[config.mk]
export PLATFORM = sky130hd
export DESIGN_NAME = he_bin_ram
export DESIGN_NICKNAME = d
export VERILOG_FILES = /design/src/sv/he_pkg.sv /design/src/sv/he_bin_ram.sv
export SDC_FILE = /design/constraint.sdc
export NUM_CORES = 2
export LEC_CHECK = 0
export BUFFER_PORTS_ARGS = -buffer_cell sky130_fd_sc_hd__buf_2
export CORE_MARGIN = 1
export CORE_UTILIZATION = 55
export DETAILED_ROUTE_END_ITERATION = 6
export PLACE_DENSITY = 0.7
export SLEW_MARGIN = 20
export SYNTH_ARGS = -nofsm -noshare
export SYNTH_HDL_FRONTEND = slang
export SYNTH_MEMORY_MAX_BITS = 65536
export SYNTH_SLANG_ARGS = --single-unit
[constraint.sdc]
create_clock -name clk -period 6.6 [get_ports clk]
set_input_delay 1.32 -clock clk [delete_from_list [all_inputs] [get_ports clk]]
set_output_delay 1.32 -clock clk [all_outputs]
set_load 0.01 [all_outputs]
[src/sv/he_pkg.sv]
// Shared types and constants for the histogram equalizer.
// Used by he_alu, he_bin_ram and histogram_equalizer; depends on nothing.
`timescale 1ns / 1ps
`default_nettype none

package he_pkg;

    localparam int unsigned MAX_PIXELS = 65536;
    localparam int unsigned PIX_W      = 8;
    localparam int unsigned BIN_N      = 1 << PIX_W;
    localparam int unsigned ADDR_W     = PIX_W;
    localparam int unsigned CNT_W      = $clog2(MAX_PIXELS + 1);
    localparam int unsigned DIV_W      = CNT_W + PIX_W;
    localparam int unsigned DIV_CNT_W  = $clog2(DIV_W);

    localparam logic [PIX_W-1:0] EQ_MAX = {PIX_W{1'b1}};

    typedef enum logic
    {
        ALU_ADD_SAT,
        ALU_SUB
    } alu_op_t;

    typedef struct packed
    {
        alu_op_t          op;
        logic [DIV_W-1:0] a;
        logic [DIV_W-1:0] b;
    } alu_req_t;

    typedef struct packed
    {
        logic [DIV_W-1:0] res;
        logic             borrow;
    } alu_rsp_t;

    typedef struct packed
    {
        logic              re;
        logic              we;
        logic              clr;
        logic [ADDR_W-1:0] addr;
        logic [CNT_W-1:0]  wdata;
    } ram_req_t;

endpackage

`default_nettype wire

[src/sv/he_bin_ram.sv]
// Histogram bin memory with one port, registered read and per-entry valid bits.
// An entry that is not valid reads as zero. Depends on he_pkg.
`timescale 1ns / 1ps
`default_nettype none

module he_bin_ram
(
    input  wire                      clk,
    input  wire                      rst_n,
    input  he_pkg::ram_req_t         req,
    output logic [he_pkg::CNT_W-1:0] rdata
);
    import he_pkg::*;

    logic [CNT_W-1:0] mem [BIN_N];
    logic [BIN_N-1:0] valid_reg;
    logic [CNT_W-1:0] rdata_reg;

    always_ff @(posedge clk)
    begin
        if (req.we)
        begin
            mem[req.addr] <= req.wdata;
        end
        if (req.re)
        begin
            rdata_reg <= valid_reg[req.addr] ? mem[req.addr] : '0;
        end
    end

    always_ff @(posedge clk or negedge rst_n)
    begin
        if (!rst_n)
        begin
            valid_reg <= '0;
        end
        else if (req.clr)
        begin
            valid_reg <= '0;
        end
        else if (req.we)
        begin
            valid_reg[req.addr] <= 1'b1;
        end
    end

    assign rdata = rdata_reg;

endmodule

`default_nettype wire
==> reports/qor.csv <==
metric,value,unit
VDD IR max,261.1,uV
clock buffer depth,4,
TritonCTS clock tree,yes,
max cap viols,0,
fillers,20810,
hold crit path type,in2async,
Worst Clk Skew,0.06671,ns
Die Area,0.3220,sq mm
IO Port Bufs,46,
Syn-to-layout area delta,13.24,%
Setup CP Type,in2reg,
synthesized flop and latch total,4625,
residual DRC count,0,
setup tns final,0,ns
"setup slack, reg-to-reg",2.42,ns
period utilization,0.7677,
RSZ-0062 raised after global routing,no,
Initial Utilization,0.5529,
fin crit period,5.067,ns
initial antenna violation count,28,
Cell Rows,207,
Initial DRT Pass Iterations,6,
Clock Latency Late Sink,1.00,ns
non-filler instance count after layout,13075,
flip-flop count of the largest register after layout,4352,
post-synthesis area per instance,21.99,sq um
largest net degree at the start of global routing,193,
clk sinks,4625,
Die Width,567.4,um
initial drt markers,12406,
cell area after layout,0.1991,sq mm
outcome,completed,
most frequent cells in the layout,"4369 x edfxtp_1, 1152 x mux4_2, 576 x a22oi_1, 458 x buf_4, 448 x clkbuf_16",
Via Count,88128,
power per cell area,302.0,mW/mm^2
cts bufs inserted,446,
final hold violations,0,
Leak,62.75,nW
Critical Path RT,7.27,ns
layout cells sized above 1,0.2986,
GRT Overall Usage,0.2836,
Clock Tree Root,clkbuf_16,
synthesized cell area,0.1758,sq mm
Placer Congestion,0.8459,
worst reg2reg path depth,7,
H-tree Lvls,5,
first-pass GRT wire length,649000,um
Util after Layout,0.6261,
Via-to-Cell Ratio,6.740,
"commonest non-fill, non-tap cell in the layout",edfxtp_1,
CP startpoint kind,input pin,
Layout Nets,8533,
Fmax,197.4,MHz
grt ovf,0,
placed cell count,12235,
area occupied by multi-input gates,0.03688,sq mm
post-cts resize count,0,
detailed-route wire length,456500,um
Cells after Synth,7997,
die height,567.4,um
Unique masters post-synth,24,
Slew HR,0.06124,
post-CTS setup buffers,0,
Routed Antenna Nets,0,
Crit Path Max Fanout,80,
worst-margin pin slew,1.390,ns
vias in the first global route,88310,
Worst R2R End,rdata[4],
wire length per cell,34.91,um
Reg area,0.1376,sq mm
Synth Warn #,0,
core box area,0.3181,sq mm
Setup Viol. Count Final,0,
Critical Path Sink Type,flop,
clock-pin transition on the worst setup and hold timing paths,0.06,ns
Arrival @ worst endpoint,5.74,ns
placed cell areas,0.1845,sq mm
post-DP HPWL,260400,um
"Seq/Total Area, Yosys",0.7825,
Min Hold Slack,0.2694,ns
"Net Count, Synth",8027,
Crit Reg-Reg Startpoint,valid_reg[232],
number of hold buffers added after cts,0,
IO Count,47,
Pins Over Slew Limit,0,
## logic make-up (layout without fill, tap and decap cells)
logic type,count (synthesis),after routing,synth area share
compound gates,1013,1013,0.04064
buf+inv,498,1386,0.01340
flops,4625,4625,0.7825
mux,1152,1152,0.1475
other cells,0,10,0
simple gates,709,709,0.01590
## metrics by stage
stage | power, mW | setup WS [ns]
2_1_floorplan | 34.18 | 2.242
3_3_place_gp | 35.46 | 0.5182
3_5_place_dp | 35.53 | 0.7069
4_1_cts | 60.33 | 1.720
5_1_grt | 61.53 | 1.462
6_report | 60.14 | 1.533
## cell type report
type                       instances  area share
antenna                           10   0.0001257
clock buffer                     601     0.06074
clock inverter                   229     0.01203
inverter                           1  0.00001885
multi-input combinational       2874      0.1852
sequential                      4625      0.6911
tap                             4180     0.02627
timing repair buffer             555     0.02454
## routing by layer
metal	routed length (um)	track usage	vias to the layer above
li1	-	-	34794
met1	167700	0.3991	46887
met2	217400	0.4400	5660
met3	52910	0.06415	779
met4	18410	0.1066	8
met5	48	0	-
## report_power, final
| part | internal [mW] | switching (mW) | total (mW) |
|---|---|---|---|
| Sequential | 32.2 | 0.0286 | 32.2 |
| Clock | 14.3 | 10.9 | 25.2 |
| Combinational | 0.906 | 1.82 | 2.73 |
| Total | 47.4 | 12.8 | 60.1 |
## worst max path at each step
stage                 start  cells after the start           to
floorplan           req[18]                      8  mem[148][0]
global placement    req[17]                      8    rdata[13]
detailed placement  req[17]                      9     rdata[0]
CTS                 req[17]                      9    rdata[15]
global route        req[17]                      9     rdata[0]
finish              req[17]                      9     rdata[4]
## cells in the mapped netlist
library cell | count | area (sq um)
edfxtp_1 | 4369 | 131200
mux4_2 | 1152 | 25940
nor2_1 | 605 | 2271
a22oi_1 | 576 | 4324
a21oi_1 | 288 | 1441
clkbuf_1 | 281 | 1055
dfrtp_1 | 256 | 6406
buf_2 | 98 | 490.5
o41ai_1 | 72 | 630.6
buf_1 | 62 | 232.7
o21ba_2 | 60 | 600.6
nor3_1 | 48 | 240.2
buf_6 | 41 | 461.7
nand2_1 | 20 | 75.07
a41oi_1 | 17 | 148.9
buf_4 | 15 | 112.6
nand3_1 | 15 | 75.07
nor2b_1 | 7 | 43.79
nand2b_1 | 6 | 37.54
and2_1 | 3 | 18.77
or2_2 | 3 | 18.77
and2_0 | 1 | 6.260
and4_1 | 1 | 8.760
inv_1 | 1 | 3.750
## critical path, cell delays in order
cell and delay, ns:
buf_12 0.58, buf_12 0.36, mux4_2 0.55, a22oi_1 0.25, a21oi_1 0.21, o41ai_1 1.15, buf_4 0.27, and4_1 0.74
a41oi_1 0.12
(Power assumes the default switching activity.)
