<file path="src/sv/he_pkg.sv">
// Shared types and constants for the histogram equalizer.
// Used by he_alu, he_bin_ram and histogram_equalizer; depends on nothing.
`timescale 1ns / 1ps
`default_nettype none

package he_pkg;

    localparam int unsigned MAX_PIXELS = 65536;
    localparam int unsigned PIX_W      = 8;
    localparam int unsigned BIN_N      = 1 << PIX_W;
    localparam int unsigned ADDR_W     = PIX_W;
    localparam int unsigned CNT_W      = $clog2(MAX_PIXELS + 1);
    localparam int unsigned DIV_W      = CNT_W + PIX_W;
    localparam int unsigned DIV_CNT_W  = $clog2(DIV_W);

    localparam logic [PIX_W-1:0] EQ_MAX = {PIX_W{1'b1}};

    typedef enum logic
    {
        ALU_ADD_SAT,
        ALU_SUB
    } alu_op_t;

    typedef struct packed
    {
        alu_op_t          op;
        logic [DIV_W-1:0] a;
        logic [DIV_W-1:0] b;
    } alu_req_t;

    typedef struct packed
    {
        logic [DIV_W-1:0] res;
        logic             borrow;
    } alu_rsp_t;

    typedef struct packed
    {
        logic              re;
        logic              we;
        logic              clr;
        logic [ADDR_W-1:0] addr;
        logic [CNT_W-1:0]  wdata;
    } ram_req_t;

endpackage

`default_nettype wire

</file>
<file path="src/sv/he_alu.sv">
// Shared arithmetic unit: saturating add and subtract with borrow.
// Depends on he_pkg.
`timescale 1ns / 1ps
`default_nettype none

module he_alu
(
    input  he_pkg::alu_req_t req,
    output he_pkg::alu_rsp_t rsp
);
    import he_pkg::*;

    localparam logic [DIV_W:0] MAX_WIDE = (DIV_W + 1)'(MAX_PIXELS);

    logic [DIV_W:0] sum;
    logic [DIV_W:0] diff;

    always_comb
    begin
        sum  = {1'b0, req.a} + {1'b0, req.b};
        diff = {1'b0, req.a} - {1'b0, req.b};
        rsp.borrow = diff[DIV_W];
        case (req.op)
            ALU_ADD_SAT:
            begin
                if (sum > MAX_WIDE)
                begin
                    rsp.res = MAX_WIDE[DIV_W-1:0];
                end
                else
                begin
                    rsp.res = sum[DIV_W-1:0];
                end
            end
            ALU_SUB:
            begin
                rsp.res = diff[DIV_W-1:0];
            end
            default:
            begin
                rsp.res = '0;
            end
        endcase
    end

endmodule

`default_nettype wire

</file>
<file path="config.mk">
export PLATFORM = sky130hd
export DESIGN_NAME = he_alu
export DESIGN_NICKNAME = d
export VERILOG_FILES = /design/src/sv/he_pkg.sv /design/src/sv/he_alu.sv
export SDC_FILE = /design/constraint.sdc
export NUM_CORES = 1
export LEC_CHECK = 0
export BUFFER_PORTS_ARGS = -buffer_cell sky130_fd_sc_hd__buf_2
export CAP_MARGIN = 10
export CORE_MARGIN = 4
export CORE_UTILIZATION = 59
export DETAILED_ROUTE_END_ITERATION = 16
export GPL_TIMING_DRIVEN = 0
export PLACE_DENSITY = 0.85
export SLEW_MARGIN = 20
export SYNTH_ARGS = -nofsm -noshare
export SYNTH_HDL_FRONTEND = slang
export SYNTH_SLANG_ARGS = --single-unit
</file>
<file path="constraint.sdc">
create_clock -name vclk -period 5.7
set_input_delay 1.14 -clock vclk [all_inputs]
set_output_delay 1.14 -clock vclk [all_outputs]
set_load 0.005 [all_outputs]
</file>
==> summary.md, run 1 <==
| Metric | Value |
|---|---|
| Run status | finished, final reports clean |
| Residual overflow from global routing | 0 |
| Worst Setup Slack, final | 0.07467 ns |
| Max_slew headroom | 0.5393 |
| Maximum clock rate | 177.8 MHz |
| Critical path data required time | 4.56 ns |
| Largest driver fanout on the critical path | 10 |
| First-pass GRT wire length | 19960 µm |
| Standard cell core area | 5991 µm² |
| Placement-stage worst setup slack | -0.1439 ns |
| Layout-stage area growth over the synthesis result | 17.61% |
| Initial standard-cell utilization of the core | 0.6130 |
| X dimension of the die | 86.90 µm |
| Final clock period utilization by the worst path | 0.9869 |
| Count of standard-cell rows | 28 |
| HP Class | primary input to output pin |
| Endpoint kind of the worst setup timing path | output pin |
| Ys Warns | 0 |
| Total Nets Final | 740 |
| Startpoint type of the worst setup path | primary input |
| PortBufs | 77 |
| Total placed cells including tap cells | 712 |
| Post-synthesis instance total | 560 |
| Number of design rule violations left after detail routing | 0 |
| I/O pin count | 77 |
| Hold Violations, Final | 0 |
| Most common cell type on the critical path | sky130_fd_sc_hd__buf_2 |
| GPL Wtd Cong | 0.9852 |
| Ratio of cells with drive above 1 in the final layout | 0.2236 |
| Final Instance Count excl. Fillers | 710 |
| Antenna violations before repair | 0 |
| Seq cells | 0 |
| Post-detailed-route via-to-cell ratio | 6.735 |
| Inserted Diodes | 0 |
| Number of nets in the synthesized netlist | 663 |
| Netlist Area Pre-Place | 3672 µm² |
| Detailed-route via count | 4782 |
| Number of global-route vias before repair | 4265 |
| Worst path slowest cell | sky130_fd_sc_hd__or4_4 |
| Worst Path Arrival | 4.49 ns |
| Remaining antenna violation count | 0 |
| Crit-path cells | buf_2 -> ha_1 -> fa_2 -> nand2b_4 -> a211oi_2 -> o211a_4 -> or4_4 -> a2111oi_2 -> and4_1 -> a21boi_4 -> buf_2 -> o41ai_1 -> o31a_1 -> buf_2 |
| Overall track demand over capacity in global routing | 0.3195 |
| Floorplan die area | 7551 µm² |
| Pre-antenna DRT Iters | 5 |
| Highest cell delay on the worst timing path | 0.50 ns |
| PwrDens | 118.6 nW/µm² |
| Standby leakage power | 2.027 nW |
| Total setup violations reported at the end of the flow | 0 |
| Wire per inst | 17.98 µm |
| Kind of critical path | primary input to output pin |
| Worst ir drop on vdd | 0.07784 mV |
| Number of clock buffers in the layout | 0 |
| Final wirelength | 12760 µm |
| Max-capacitance violation count | 0 |
| Synth area leaders | sky130_fd_sc_hd__ha_1, sky130_fd_sc_hd__a21oi_1, sky130_fd_sc_hd__inv_1 |
| Fill cell instance count of the final layout | 567 |
| First-iteration detailed-routing DRC count | 454 |
| Tmin final | 5.625 ns |
| Height of the die | 86.90 µm |
| Sequential Area | 0 µm² |
| Avg Inst Size Synth | 6.558 µm² |
| Placed wire-length estimate | 10210 µm |
| Largest area contributor in the netlist | sky130_fd_sc_hd__ha_1 |
| Sequential cell area fraction in the yosys report | 0 |
| Number of slew-limit violations in the final report | 0 |
| Count of different cell masters after synthesis | 66 |
| Pin count of the biggest net entering global routing | 11 |
| Post-synth top area share | 0.1704 |
| Actual slew at the worst max-slew pin | 0.6847 ns |
-- timing repair --
action | CTS | global route
gates resized for setup | 5 | 35
setup buffers | 1 | 1
hold buffers | 0 | 0
setup endpoints to repair | 17 | 17
hold endpoints to repair | 0 | 0
pin swaps | 1 | 3
-- path summary, 6_finish.rpt --
check | startpoint | to | slack, ns | depth (start not counted)
hold / removal | req[49] | rsp[0] | 2.65 | 4
setup / recovery | req[0] | rsp[5] | 0.07 | 14
-- cell type report --
| cell class | instances | area (µm²) | share of cell area |
|---|---|---|---|
| Multi-Input combinational cell | 471 | 3461 | 0.8013 |
| Timing Repair Buffer | 79 | 400.4 | 0.09270 |
| Buffer | 32 | 165.2 | 0.03824 |
| Tap cell | 75 | 93.84 | 0.02173 |
| Inverter | 53 | 198.9 | 0.04606 |
-- cells in the mapped netlist (3+ instances only) --
| cell | n |
|---|---|
| sky130_fd_sc_hd__inv_1 | 53 |
| sky130_fd_sc_hd__buf_6 | 3 |
| sky130_fd_sc_hd__a211o_1 | 4 |
| sky130_fd_sc_hd__nor2b_1 | 20 |
| sky130_fd_sc_hd__o32a_1 | 3 |
| sky130_fd_sc_hd__o22ai_1 | 5 |
| sky130_fd_sc_hd__nor4b_1 | 10 |
| sky130_fd_sc_hd__nor4_1 | 14 |
| sky130_fd_sc_hd__or2_2 | 10 |
| sky130_fd_sc_hd__a211oi_1 | 8 |
| sky130_fd_sc_hd__nand2b_1 | 12 |
| sky130_fd_sc_hd__nand4_1 | 6 |
| sky130_fd_sc_hd__o22a_1 | 5 |
| sky130_fd_sc_hd__o21bai_1 | 6 |
| sky130_fd_sc_hd__nand3_1 | 9 |
| sky130_fd_sc_hd__nand2_1 | 40 |
| sky130_fd_sc_hd__and3_1 | 3 |
| sky130_fd_sc_hd__xor2_1 | 3 |
| sky130_fd_sc_hd__o311ai_0 | 3 |
| sky130_fd_sc_hd__nor2_1 | 44 |
| sky130_fd_sc_hd__buf_2 | 11 |
| sky130_fd_sc_hd__o2111ai_1 | 4 |
| sky130_fd_sc_hd__o21a_1 | 6 |
| sky130_fd_sc_hd__a21o_1 | 16 |
| sky130_fd_sc_hd__o211a_1 | 3 |
| sky130_fd_sc_hd__or4_1 | 3 |
| sky130_fd_sc_hd__o21ai_0 | 30 |
| sky130_fd_sc_hd__o31ai_1 | 8 |
| sky130_fd_sc_hd__o31a_1 | 4 |
| sky130_fd_sc_hd__o211ai_1 | 9 |
| sky130_fd_sc_hd__ha_1 | 50 |
| sky130_fd_sc_hd__o41ai_1 | 8 |
| sky130_fd_sc_hd__a21oi_1 | 44 |
| sky130_fd_sc_hd__or3_1 | 4 |
| sky130_fd_sc_hd__xnor2_1 | 9 |
| sky130_fd_sc_hd__a31oi_1 | 9 |
| sky130_fd_sc_hd__mux2i_1 | 4 |
| sky130_fd_sc_hd__nor3_1 | 20 |
| sky130_fd_sc_hd__clkbuf_1 | 22 |
-- power by group --
| group | leakage [nW] | total [W] | switching (W) | internal (W) |
|---|---|---|---|---|
| logic | 2.03 | 0.000512 | 0.000309 | 0.000204 |
| clock network | 0 | 0 | 0 | 0 |
| registers | 0 | 0 | 0 | 0 |
| total | 2.03 | 0.000512 | 0.000309 | 0.000204 |
-- stage by stage --
stage	cell area [µm²]	hold WS (ns)	power, W	util	TNS (ns)
floorplan	3672	2.435	0.0003290	-	0
global placement	4151	2.647	0.0004588	0.6930	-0.7948
detailed placement	4151	2.662	0.0004672	0.6930	-0.9740
CTS	4175	2.662	0.0004746	0.6970	0
global route	4319	2.684	0.0005547	0.7210	-0.04519
finish	4319	2.653	0.0005124	0.7210	0
-- worst max-delay path, delay by kind of cell --
kind | cells | cell delay (ns)
buffers and inverters | 3 | 0.46
and+or+nand+nor | 3 | 0.88
AOI/OAI and AO/OA | 6 | 1.36
adders and majority gates | 2 | 0.63
-- per-layer routing --
metal	GRT usage	routed length [µm]
met1	0.4465	5359
met2	0.5259	5698
met5	0	0
met4	0.06232	333
met3	0.03974	1372
-- kinds of logic (layout without fill, tap and decap cells) --
kind of cell | count (synthesis) | count (layout) | synth area share
AND/OR/NAND/NOR | 204 | 204 | 0.2954
AO/OA/AOI/OAI | 197 | 197 | 0.3768
buffers and inverters | 89 | 164 | 0.1009
adder cells (fa/ha/maj) | 52 | 52 | 0.1813
XOR/XNOR | 12 | 12 | 0.02862
multiplexers | 6 | 6 | 0.01704
-- cells in the final DEF, fill, tap and decap left out, drive strengths merged, types with 16 or more instances in the layout --
master / instances
buf: 93
inv: 53
ha: 50
nor2: 44
a21oi: 44
nand2: 40
o21ai: 30
nor2b: 20
nor3: 20
clkbuf: 18
a21o: 16
Power figures use the tool's default switching activity.
==> run 2, diff against run 1 <==
BUFFER_PORTS_ARGS = -buffer_cell sky130_fd_sc_hd__clkbuf_2   (was -buffer_cell sky130_fd_sc_hd__buf_2)
==> run 2 against run 1 <==
Critical endpoint is now rsp[11]. Utilization grew 0.96 points. Power rose by 2.6%. Count of clock-buffer cells in the layout is the same. Wire length increased by 3.5%. Maximum frequency fell by 0.42%. Via count decreased by 0.59%. First-iteration DRC count rose by 12%. Cell count is 0.56% higher. Die area stayed put.
==> summary.md, run 2 (synthesis gave the netlist of run 1 again) <==
| Metric | Value |
|---|---|
| Largest driver fanout on the critical path | 9 |
| Worst Setup Slack, final | 0.05105 ns |
| Max-capacitance violation count | 0 |
| Floorplan die area | 7551 µm² |
| Crit-path cells | clkbuf_2 -> ha_2 -> fa_2 -> nand2b_4 -> a211oi_1 -> o211a_4 -> or4_4 -> a2111oi_4 -> and4_1 -> a21boi_4 -> or4b_1 -> a32oi_2 -> clkbuf_2 |
| Number of slew-limit violations in the final report | 0 |
| Pin count of the biggest net entering global routing | 11 |
| Hold Violations, Final | 0 |
| Residual overflow from global routing | 0 |
| Final clock period utilization by the worst path | 0.9910 |
| Commonest cells after routing, fill and taps aside | sky130_fd_sc_hd__clkbuf_2, sky130_fd_sc_hd__inv_1, sky130_fd_sc_hd__ha_1 |
| Final Instance Count excl. Fillers | 714 |
| PortBufs | 77 |
| Initial standard-cell utilization of the core | 0.6130 |
| Layout Cell Area excl Fill | 4377 µm² |
| Critical path data required time | 4.56 ns |
| Tmin final | 5.649 ns |
| Number of design rule violations left after detail routing | 0 |
| Max_slew headroom | 0.5051 |
| Kind of critical path | primary input to output pin |
| Worst Path Arrival | 4.51 ns |
| Antenna violations before repair | 0 |
| Layout-stage area growth over the synthesis result | 19.18% |
| I/O pin count | 77 |
| Maximum clock rate | 177.0 MHz |
| Fill cell instance count of the final layout | 524 |
| Seq cells | 0 |
| Overall track demand over capacity in global routing | 0.3311 |
| Post-detailed-route via-to-cell ratio | 6.658 |
| Detailed-route via count | 4754 |
| First-iteration detailed-routing DRC count | 507 |
| Buffering stage count on the worst path with inverters included | 2 |
| Remaining antenna violation count | 0 |
| Most common cell type on the critical path | sky130_fd_sc_hd__clkbuf_2 |
| Count of standard-cell rows | 28 |
| Startpoint type of the worst setup path | primary input |
| HP Class | primary input to output pin |
| Sequential Area | 0 µm² |
| X dimension of the die | 86.90 µm |
| Capturing instance or port of the critical path | rsp[11] |
| Final wirelength | 13220 µm |
| Standby leakage power | 2.053 nW |
| Placement-stage worst setup slack | -0.3311 ns |
| Inserted Diodes | 0 |
| Levels on crit path | 13 |
| Endpoint kind of the worst setup timing path | output pin |
| Total placed cells including tap cells | 712 |
| Worst path slowest cell | sky130_fd_sc_hd__or4b_1 |
| Share of the core filled with cells | 0.7306 |
| Total Nets Final | 744 |
| Number of hold buffers added after CTS | 0 |
| Wire per inst | 18.51 µm |
| GPL Wtd Cong | 0.9560 |
| Actual slew at the worst max-slew pin | 0.7356 ns |
| Placed wire-length estimate | 10460 µm |
| Standard cell core area | 5991 µm² |
| Highest cell delay on the worst timing path | 0.54 ns |
| Most common cell after layout, fill and taps aside | sky130_fd_sc_hd__clkbuf_2 |
| Pre-antenna DRT Iters | 5 |
| First element of the critical path | req[0] |
| Run status | finished, final reports clean |
| Height of the die | 86.90 µm |
| Number of clock buffers in the layout | 0 |
| Total setup violations reported at the end of the flow | 0 |
| Delay-heaviest family, CP | simple AND/OR/NAND/NOR gates |
| RSZ-0062 raised after global routing | true |
| Number of global-route vias before repair | 4204 |
| First-pass GRT wire length | 20640 µm |
| PwrDens | 120.2 nW/µm² |
| Cell Area, Placed | 4151 µm² |
| Ratio of cells with drive above 1 in the final layout | 0.2238 |
| Area taken by multi-input logic gates | 3488 µm² |
| Worst ir drop on vdd | 0.07643 mV |
==> run 2: cell types whose count changed in the layout (fill, tap and decap cells not counted), sizes merged <==
| cell | change |
|---|---|
| clkbuf | +78 |
| buf | -74 |
==> run 2: repair_timing <==
action	4_1_cts	5_1_grt
endpoints found under the hold margin	0	0
buffers inserted	1	5
setup endpoints to repair	16	20
pin swaps	1	7
resized for setup	9	28
==> run 2: through the flow <==
| step | power [W] | setup TNS (ns) | hold WS, ns |
|---|---|---|---|
| 3_3_place_gp | 0.0004589 | -4.245 | 2.637 |
| 2_1_floorplan | 0.0003290 | 0 | 2.435 |
| 4_1_cts | 0.0004802 | 0 | 2.652 |
| 3_5_place_dp | 0.0004698 | -3.840 | 2.647 |
| 6_report | 0.0005259 | 0 | 2.647 |
| 5_1_grt | 0.0005676 | -0.2181 | 2.659 |
==> run 2: routing by layer <==
metal | vias up | global-route usage | share of wire
met5 | - | 0 | 0
met4 | 0 | 0.08074 | 0.026
met3 | 29 | 0.03784 | 0.11
met2 | 319 | 0.5190 | 0.45
met1 | 2165 | 0.4793 | 0.42
li1 | 2241 | - | -
==> run 2: layout make-up <==
type               instances  area share
plain buffers             32     0.03774
inverters                 53     0.04545
multi-input cells        471      0.7970
well taps                 75     0.02144
repair buffers            83     0.09834
==> run 2: worst min-delay path by stage <==
stage,start,endpoint,slack (ns),cells after the start
finish,req[49],rsp[0],2.65,4
global route,req[49],rsp[0],2.66,4
CTS,req[49],rsp[0],2.65,4
detailed placement,req[49],rsp[0],2.65,4
global placement,req[49],rsp[0],2.64,4
floorplan,req[49],rsp[0],2.44,2
==> run 2: tightest hold or removal path, stage by stage <==
cell and delay [ns]:
sky130_fd_sc_hd__clkbuf_2 0.09, sky130_fd_sc_hd__ha_1 0.13, sky130_fd_sc_hd__a21oi_1 0.04, sky130_fd_sc_hd__clkbuf_2 0.10
==> run 2: report_power, final <==
part / total, W / switching, W / internal (W)
sequential: 0 / 0 / 0
clock: 0 / 0 / 0
combinational: 0.000526 / 0.000317 / 0.000208
